## config.mk

```make
export PLATFORM = sky130hd
export DESIGN_NAME = hpr_retire_mem
export DESIGN_NICKNAME = d
export VERILOG_FILES = /design/src/rtl/core/hpr_pkg.sv /design/src/rtl/core/hpr_retire_mem.sv
export SDC_FILE = /design/constraint.sdc
export NUM_CORES = 2
export LEC_CHECK = 0
export ABC_AREA = 1
export BUFFER_PORTS_ARGS = -buffer_cell sky130_fd_sc_hd__buf_2
export CORE_MARGIN = 4
export CORE_UTILIZATION = 45
export DETAILED_ROUTE_END_ITERATION = 6
export GPL_ROUTABILITY_DRIVEN = 0
export REMOVE_ABC_BUFFERS = 1
export SLEW_MARGIN = 20
export SYNTH_ARGS = -nofsm -noshare
export SYNTH_HDL_FRONTEND = slang
export SYNTH_SLANG_ARGS = --single-unit
```

## constraint.sdc

```tcl
create_clock -name clk_i -period 8.35 [get_ports clk_i]
set_clock_uncertainty 0.1 [all_clocks]
set_input_delay 0.4175 -clock clk_i [delete_from_list [all_inputs] [get_ports clk_i]]
set_output_delay 0.4175 -clock clk_i [all_outputs]
set_load 0.01 [all_outputs]
```

## src/rtl/core/hpr_pkg.sv

```systemverilog
`timescale 1ns / 1ps
`default_nettype none

package hpr_pkg;

  localparam int unsigned PtrW            = 64;
  localparam int unsigned DefThreads      = 4;
  localparam int unsigned DefSlots        = 4;
  localparam int unsigned DefRetireDepth  = 16;
  localparam int unsigned SelW            = 4;

  typedef enum logic [1:0] {
    CMD_PROTECT   = 2'd0,
    CMD_CLEAR_ONE = 2'd1,
    CMD_CLEAR_ROW = 2'd2,
    CMD_RETIRE    = 2'd3
  } cmd_e;

  typedef enum logic [1:0] {
    KIND_ACK      = 2'd0,
    KIND_FREED    = 2'd1,
    KIND_OVERFLOW = 2'd2
  } kind_e;

  typedef enum logic [1:0] {
    ST_IDLE,
    ST_SCAN,
    ST_TAIL,
    ST_FINAL
  } state_e;

  typedef struct packed {
    cmd_e            cmd;
    logic [1:0]      thread_id;
    logic [1:0]      slot_index;
    logic [PtrW-1:0] pointer_value;
  } in_t;

  typedef struct packed {
    logic [1:0]      kind;
    logic [PtrW-1:0] value;
    logic            last;
  } out_t;

  typedef struct packed {
    logic            en;
    logic            whole_row;
    logic [SelW-1:0] row;
    logic [SelW-1:0] col;
    logic [PtrW-1:0] data;
  } slot_wr_t;

endpackage

`default_nettype wire

```

## src/rtl/core/hpr_retire_mem.sv

```systemverilog
`timescale 1ns / 1ps
`default_nettype none

module hpr_retire_mem #(
  parameter int unsigned ENTRIES = hpr_pkg::DefThreads * hpr_pkg::DefRetireDepth,
  parameter int unsigned AW      = $clog2(ENTRIES)
) (
  input  wire logic                     clk_i,
  input  wire logic                     we_i,
  input  wire logic [AW-1:0]            waddr_i,
  input  wire logic [hpr_pkg::PtrW-1:0] wdata_i,
  input  wire logic                     re_i,
  input  wire logic [AW-1:0]            raddr_i,
  output logic      [hpr_pkg::PtrW-1:0] rdata_o
);

  import hpr_pkg::*;

  logic [PtrW-1:0] mem [ENTRIES];
  logic [PtrW-1:0] rdata_q;

  always_ff @(posedge clk_i) begin
    if (we_i) begin
      mem[waddr_i] <= wdata_i;
    end
  end

  always_ff @(posedge clk_i) begin
    if (re_i) begin
      rdata_q <= mem[raddr_i];
    end
  end

  assign rdata_o = rdata_q;

endmodule

`default_nettype wire

```

==> results.md <==
* Outcome: completed
* Pins Over Slew Limit at 0
* Syn Area/Cell at 12.4 um^2
* Pwr Total at between 40 and 50 mW
* Post-CTS setup buffer count at 0
* P&R area growth vs syn at 11.4%
* Worst-margin pin slew at 1.22 ns
* Post-CTS sizing at 0
* Top Ports at 143
* Cell area after layout at approximately 0.18 mm^2
* RR Endpoint: rdata_o[1]
* Setup CP Type: in2reg
* Die height at ~620 um
* Critical path's top delay family: buffers and inverters
* Final Hold Fails at 0
* Initial antenna violation count at 27
* Synth Area in XOR/XNOR at 0%
* Crit-path slowest cell: buf_4
* Final Routed Wirelength at 512 mm
* Gate Count Post-Synth at 13400
* Multiplexer share of the synthesized area at 0%
* Final ANT Viol Nets at 0
* Worst path cell trace: buf_12 > buf_12 > buf_4 > buf_4 > nand2_1 > nand3_1 > nand3_1 > nand3_1 > nand3_1 > nand2_1 > nand2_1 > nand2_1
* Fin Setup TNS at 0 ns
* Global-route usage over all layers at 26.3%
* Worst path bufs/invs at 4
* Simple-gate portion of the synthesized area at a little over a fifth
* Vias/cell at 5.86
* Leak at roughly 64 nW
* Sink Count at between 4000 and 5000
* Synth area leaders: edfxtp_1 (75%), nand3_1 (12%), nand2_1 (10%)
* Worst EP arrival at 4.29 ns
* RSZ-0062 raised after global routing: false
* Maximum vdd drop at around 170 uV
* Switching share of power at 22.4%
* Internal power at 34.2 mW
* Worst-Skew Late Latency at 0.99 ns
* R2R cell count at 8
* Rows at around 220
* Share of layout cells above drive strength 1 at roughly 7.5%
* Ys Warns at 0
* Die width at 615 um
* R2R Path Start: mem[49][1]
* Peak fanout along the critical path at 167
* Largest net degree at the start of global routing at ~190
* Netlist cell types at 15
* Post-route insts no fill at between 15000 and 20000
* Critical path endpoint category: flop
* Initial DRC Count at 13600
* Worst path required time at roughly 9.1 ns
* Reg power frac at 52.7%
* Synth Area in Adders at 0%
* F_max at 281 MHz
* Post-synthesis sequential area ratio at between 70% and 80%
* CTS tree: done
* Cell chosen for the clock root: clkbuf_16
* Top cell type's share of synthesized area at 75.3%
* Pre-CTS WS at 3.99 ns
* Post-DP Area at 0.171 mm^2
* Min-Delay Path Depth at 1
* Synth area leader: edfxtp_1
* Complex-gate fraction of the synthesized area at 0%
* Worst Hold Class: in2reg
* Worst-path clk slew at about 0.060 ns
* FF-to-FF setup slack at 6.65 ns
* Vias post-DR at 109000
* Count of state elements after synthesis at 4160
* Die area at 0.379 mm^2
* Vias in the first global route at slightly above 100k
* Relative slew slack at 18.7%
* Placeable Area at ~0.37 mm^2
* Largest family of logic cells by synthesized area: simple AND/OR/NAND/NOR gates
* Sw Pwr at slightly below 10 mW
* Placed cell count at 17700
* Gr ovfl total at 0
* CTS H-tree lvls at 5
* Worst Setup Slack, final at 4.79 ns
* Final net count at 13400
* Period utilization at 42.6%
* DRT Pass-1 Iters at 6
* Worst min-delay path startpoint: wdata_i[49]
* PD cells at ~240 mW/mm^2
* Wire per inst at 27.6 um
* Crit path time final at 3.56 ns
* Comb power frac at 5.5%
* DRC at 0
* Startpoint Class: input port
* Syn Std Cell Area at 0.166 mm^2
* Clock Path Buffers at 4
* Input/output buffers at between 100 and 150
* Final number of setup-violating endpoints at 0
* Starting Density at 45.3%
* Clk pwr share at 41.9%
* CP max stage delay at around 0.87 ns
* First-pass GRT wire length at 732 mm
* Worst hold endpoint: mem[59][49]
* Num CTS Buffers at 423
* Detail Placement HPWL at 244 mm
* Max-cap violation count at 0
[metal layers]
layer	track usage (%)	wire [um]
met2	42.6	240000
met1	36.1	205000
met4	9.55	21500
met5	0	69
met3	4.03	45400
[cell usage in the layout (no fill, tap or decap), drive strengths merged]
| master | count |
|---|---|
| clkinv | 208 |
| nand4 | 9 |
| nor2 | 56 |
| clkinvlp | 8 |
| nor4 | 8 |
| clkbuf | 507 |
| edfxtp | 4160 |
| buf | 387 |
| nand2 | 4416 |
| inv | 28 |
| nand3 | 3847 |
| diode | 12 |
| dlygate4sd3 | 23 |
| bufinv | 37 |
[worst reg2reg max path, stage by stage (launching register included)]
cell,delay [ns]
edfxtp_1,0.37
nand2_1,0.08
nand3_1,0.09
nand3_1,0.12
nand3_1,0.14
nand3_1,0.21
nand2_1,0.08
nand2_1,0.10
nand2_1,0.14
[registers in the layout, summed over array words and instances, names as in the netlist]
name     cells
mem       4096
rdata_o     64
[stage by stage]
step                util (%)  hold WS [ns]
floorplan                  -         0.416
global placement        46.6         0.742
detailed placement      46.7         0.727
CTS                     50.3       0.00560
global route            50.4        0.0799
finish                  50.4        0.0636
[how the worst max path moves through the flow]
stage	from	endpoint	slack [ns]	cells after the start
3_5_place_dp	raddr_i[0]	rdata_o[35]	3.99	12
3_3_place_gp	raddr_i[0]	rdata_o[0]	4.02	12
2_1_floorplan	raddr_i[0]	rdata_o[14]	-2.41	9
4_1_cts	raddr_i[0]	rdata_o[35]	5.02	12
5_1_grt	raddr_i[0]	rdata_o[35]	4.68	12
6_report	raddr_i[0]	rdata_o[35]	4.79	12
[power groups by stage]
stage          logic, mW  registers, mW  clock network [mW]
2_1_floorplan       1.37           23.7                   0
3_3_place_gp        2.36           23.7                   0
3_5_place_dp        2.38           23.7                   0
4_1_cts             2.39           23.2                18.7
5_1_grt             2.64           23.2                19.6
6_report            2.42           23.2                18.5
[cells by family after synthesis]
| group | Yosys count |
|---|---|
| buffers and inverters | 909 |
| flip-flops | 4160 |
| AND/OR/NAND/NOR | 8336 |
[cell type report]
type / count / area [um^2]
antenna: 12 / 30.0
clock buffer: 507 / 11000
clock inverter: 269 / 2350
fill: 31200 / 182000
inverter: 12 / 105
multi-input combinational: 8336 / 36600
sequential: 4160 / 125000
tap: 4816 / 6030
timing repair buffer: 410 / 3750
[synthesized netlist by cell type (all sizes together)]
cell type and instances:
nand3 3847, nor4 8, clkbuf 147, edfxtp 4160, nand2 4416, nor2 56, buf 750, inv 12
nand4 9
[repair_timing]
item                                    4_1_cts  5_1_grt
hold buffers                                  4       19
endpoints found under the hold margin        60     1083
endpoints found under the setup margin        0        0
Power figures use the tool's default switching activity.
