File: config.mk
export PLATFORM = sky130hd
export DESIGN_NAME = hpr_hazard_table
export DESIGN_NICKNAME = d
export VERILOG_FILES = /design/src/rtl/core/hpr_pkg.sv /design/src/rtl/core/hpr_hazard_table.sv
export SDC_FILE = /design/constraint.sdc
export NUM_CORES = 2
export LEC_CHECK = 0
export BUFFER_PORTS_ARGS = -buffer_cell sky130_fd_sc_hd__clkbuf_2
export CELL_PAD_IN_SITES_DETAIL_PLACEMENT = 1
export CELL_PAD_IN_SITES_GLOBAL_PLACEMENT = 2
export CORE_MARGIN = 4
export CORE_UTILIZATION = 50
export CTS_BUF_LIST = sky130_fd_sc_hd__clkbuf_2 sky130_fd_sc_hd__clkbuf_4 sky130_fd_sc_hd__clkbuf_8
export DETAILED_ROUTE_END_ITERATION = 12
export GPL_TIMING_DRIVEN = 0
export PLACE_DENSITY = 0.84
export SKIP_CTS_REPAIR_TIMING = 1
export SYNTH_ARGS = -nofsm -noshare
export SYNTH_HDL_FRONTEND = slang
export SYNTH_SLANG_ARGS = --single-unit
File: constraint.sdc
create_clock -name clk_i -period 2.4 [get_ports clk_i]
set_clock_uncertainty 0.15 [all_clocks]
set_input_delay 0 -clock clk_i [delete_from_list [all_inputs] [get_ports clk_i]]
set_output_delay 0 -clock clk_i [all_outputs]
set_load 0.02 [all_outputs]
File: src/rtl/core/hpr_pkg.sv
`timescale 1ns / 1ps
`default_nettype none

package hpr_pkg;

  localparam int unsigned PtrW            = 64;
  localparam int unsigned DefThreads      = 4;
  localparam int unsigned DefSlots        = 4;
  localparam int unsigned DefRetireDepth  = 16;
  localparam int unsigned SelW            = 4;

  typedef enum logic [1:0] {
    CMD_PROTECT   = 2'd0,
    CMD_CLEAR_ONE = 2'd1,
    CMD_CLEAR_ROW = 2'd2,
    CMD_RETIRE    = 2'd3
  } cmd_e;

  typedef enum logic [1:0] {
    KIND_ACK      = 2'd0,
    KIND_FREED    = 2'd1,
    KIND_OVERFLOW = 2'd2
  } kind_e;

  typedef enum logic [1:0] {
    ST_IDLE,
    ST_SCAN,
    ST_TAIL,
    ST_FINAL
  } state_e;

  typedef struct packed {
    cmd_e            cmd;
    logic [1:0]      thread_id;
    logic [1:0]      slot_index;
    logic [PtrW-1:0] pointer_value;
  } in_t;

  typedef struct packed {
    logic [1:0]      kind;
    logic [PtrW-1:0] value;
    logic            last;
  } out_t;

  typedef struct packed {
    logic            en;
    logic            whole_row;
    logic [SelW-1:0] row;
    logic [SelW-1:0] col;
    logic [PtrW-1:0] data;
  } slot_wr_t;

endpackage

`default_nettype wire

File: src/rtl/core/hpr_hazard_table.sv
`timescale 1ns / 1ps
`default_nettype none

module hpr_hazard_table #(
  parameter int unsigned THREADS = hpr_pkg::DefThreads,
  parameter int unsigned SLOTS   = hpr_pkg::DefSlots
) (
  input  wire logic                     clk_i,
  input  wire logic                     rst_ni,
  input  wire hpr_pkg::slot_wr_t        wr_i,
  input  wire logic [hpr_pkg::PtrW-1:0] query_i,
  output logic                          hit_o
);

  import hpr_pkg::*;

  localparam int unsigned Entries = THREADS * SLOTS;

  logic [PtrW-1:0] slots_q [Entries];

  for (genvar r = 0; r < THREADS; r++) begin : g_row
    for (genvar c = 0; c < SLOTS; c++) begin : g_col
      always_ff @(posedge clk_i or negedge rst_ni) begin
        if (!rst_ni) begin
          slots_q[r*SLOTS+c] <= '0;
        end else if (wr_i.en && (wr_i.row == SelW'(r)) &&
                     (wr_i.whole_row || (wr_i.col == SelW'(c)))) begin
          slots_q[r*SLOTS+c] <= wr_i.data;
        end
      end
    end
  end

  always_comb begin
    hit_o = 1'b0;
    for (int i = 0; i < Entries; i++) begin
      if (slots_q[i] == query_i) begin
        hit_o = 1'b1;
      end
    end
  end

endmodule

`default_nettype wire

==> impl_metrics.tcl <==
set metrics [dict create \
    outcome "finished with violations" \
    violations "hold timing, setup timing" \
    final_antenna_net_count 0 \
    finalWirelength_um 210700 \
    synth-edff-count 0 \
    post_drt_wl_per_cell_um 38.00 \
    setup_viol 1 \
    top_regs "slots_q (1024)" \
    holdWs_ns -0.9713 \
    syn_nets 3874 \
    reg2regPathDepth 1 \
    core.rowCount 115 \
    cp-end-kind "output pin" \
    grtUsageTotal 0.3889 \
    drive_gt1_frac 0.4008 \
    die_y_um 323.6 \
    reg2reg_from "slots_q[477]$_DFFE_PN0P_" \
    fin_crit_sh 1.533 \
    finalHoldViolCount 384 \
    path_cells "xor2_1 -> nor4_1 -> nand4_1 -> nor4_1 -> nor4_1 -> nand4_1 -> buf_6" \
    grt_max_degree 110 \
    grt_pass1_vias 35150 \
    yosysTopAreaCellShare 0.5147 \
    clk_latency_ns 0.91 \
    ys_ff_latch 1024 \
    use_met2 0.5844 \
    fmax_ghz 0.2719 \
    nNetsFinal 4259 \
    multi_input_area_um2 23580 \
    regMostFlops "slots_q" \
    power_per_cell_area_nw_per_um2 910.1 \
    die_x_um 323.6 \
    cts.sink_count 1024 \
    crit_buf_inv 1 \
    synthFlopType "dfrtp_1" \
    drc_errors 0 \
    seqCellArea_um2 25620 \
    cp-start-kind "register" \
    io_pins 141 \
    regToRegSetupSlack_ns 1.41 \
    nFillCells 9553 \
    synth_top_area_cell "dfrtp_1" \
    worst-path-stages 7 \
    start_util 0.5051 \
    synthTopCellsByCount "dfrtp_1 (1024), xor2_1 (1024), mux2_2 (1010)" \
    port_buffers 76 \
    slowest_stage "xor2_1" \
    finalInstanceArea_um2 57850 \
    rsz0062_at_grt "yes" \
    p_leak_nw 27.38 \
    layout_setup_ws_ns -1.278 \
    slowest_delay_ns 0.57 \
    cts_root_buf "clkbuf_8" \
    maxSlewViolCount 0 \
    drt_pass1_iterations 5 \
    use_met3 0.06227 \
    path_common_cell "nor4_1" \
    cp_max_fo 2 \
    ys_seq_area_frac 0.5147 \
    top_usage_layer "met2" \
    grt_util_met1 0.4701 \
    drtIter0Drc 3412 \
    period_minus_slack_ns 3.678 \
    finalPower_mw 52.65 \
    crit_type "reg -> out" \
    cts_buffer_depth 3 \
    routabilityCongestion 0.9762 \
    die_area_um2 104700 \
    ys_warn_count 0 \
    cp_data_required_time_ns 2.25 \
    h-tree-depth 4 \
    avgSynthCellArea_um2 13.33 \
    rr_endpoint "slots_q[477]$_DFFE_PN0P_" \
    grt_overflow 0 \
    synth_cell_types 19 \
    drt-vias-per-instance 6.206 \
    numCtsBuffers 175 \
    syn_to_final_growth_pct 16.19 \
    critical-path-top-delay-family "simple AND/OR/NAND/NOR gates" \
    vias 34410 \
    antenna_found_initial 10 \
    synth_cells 3734 \
    timing.slew.headroom 0.01178 \
    synth.area.top_cells "dfrtp_1 (51%), mux2_2 (23%), xor2_1 (18%), nor4_1 (3.5%), buf_2 (2.1%)" \
    worst_pin_slew_ns 1.482 \
    synthArstFlopShare 1.000 \
    largest_reg_flops 1024 \
    netlist_area_um2 49790 \
    hpwl_um 154200 \
    clk_pin_slew_worst_paths_ns 0.06 \
    holdCritPathClass "in -> async" \
    cts_tree "built" \
    cp.arrival_ns 3.53 \
    drv_cap 0 \
    peakVddDrop_mv 0.5343 \
    grt_pass1_wl_um 275500 \
    core-area_um2 98560 \
    place_area_um2 52070 \
]
## report_power, final
part | total, mW | switching, mW | internal [mW] | leakage [nW]
Clock | 17.2 | 7.68 | 9.57 | 1.99
Combinational | 12.0 | 7.17 | 4.87 | 12.3
Sequential | 23.4 | 2.50 | 20.9 | 13.0
Total | 52.7 | 17.3 | 35.3 | 27.4
## cell usage in the layout, fill, tap and decap left out, types with 2 or more instances in the layout
cell | synthesis | routed
xor2_1 | 1024 | 1012
nand2_2 | 4 | 4
nor4_4 | 0 | 26
nor4_2 | 0 | 45
clkbuf_1 | 83 | 83
clkbuf_4 | 0 | 61
clkbuf_2 | 0 | 74
clkbuf_8 | 0 | 234
inv_1 | 2 | 2
buf_2 | 206 | 206
buf_16 | 0 | 10
dlygate4sd3_1 | 0 | 121
nand2_1 | 15 | 15
nor2_1 | 3 | 3
mux2_1 | 14 | 14
dfrtp_1 | 1024 | 1024
clkinv_2 | 0 | 3
diode_2 | 0 | 5
inv_6 | 0 | 4
xor2_2 | 0 | 12
clkinvlp_4 | 0 | 8
o21ai_1 | 2 | 2
mux2_2 | 1010 | 1010
nand4_1 | 65 | 65
nor4_1 | 276 | 205
## worst max-delay path by stage
stage                                   startpoint                       end  slack [ns]
after global placement                      rst_ni  slots_q[920]$_DFFE_PN0P_      -24.85
final                     slots_q[857]$_DFFE_PN0P_                     hit_o       -1.28
after CTS                 slots_q[542]$_DFFE_PN0P_                     hit_o       -2.25
after detailed placement               query_i[13]                     hit_o       -1.76
after floorplan                         query_i[0]                     hit_o        0.81
after global routing      slots_q[258]$_DFFE_PN0P_                     hit_o       -1.15
## metrics by stage
| stage | TNS, ns | util | setup slack (ns) | instances |
|---|---|---|---|---|
| 2_1_floorplan | 0 | - | 0.8059 | 3734 |
| 3_3_place_gp | - | 0.5253 | -24.85 | 5097 |
| 3_5_place_dp | -27.13 | 0.5283 | -1.757 | 5108 |
| 4_1_cts | -2.253 | 0.5667 | -2.253 | 5418 |
| 5_1_grt | -1.150 | 0.5868 | -1.150 | 5540 |
| 6_report | -1.278 | 0.5869 | -1.278 | 5544 |
## cell type report
cell class                      count  area share
Tap cell                         1287     0.02784
Sequential cell                  1024      0.4430
Buffer                            289     0.02321
Timing Repair Buffer              208     0.03266
Clock buffer                      294     0.06335
Multi-Input combinational cell   2419      0.4075
Antenna cell                        5   0.0002163
Inverter                            2   0.0001298
Clock inverter                     16    0.002098
## logic make-up (layout without fill, tap and decap cells)
family / count (synthesis) / after routing / synth area share
compound gates: 4 / 4 / 0.001081
other cells: 0 / 5 / 0
simple gates: 367 / 367 / 0.04541
flops: 1024 / 1024 / 0.5147
mux: 1024 / 1024 / 0.2316
buf+inv: 291 / 809 / 0.02712
xor+xnor: 1024 / 1024 / 0.1801
## layer usage
layer  routed length, µm  vias up
li1                    -    13730
met1               80040    18310
met2               92340     1710
met3               13820      655
met4               24440        0
met5                   0        -
No activity file was read; power rests on OpenSTA's default activity.
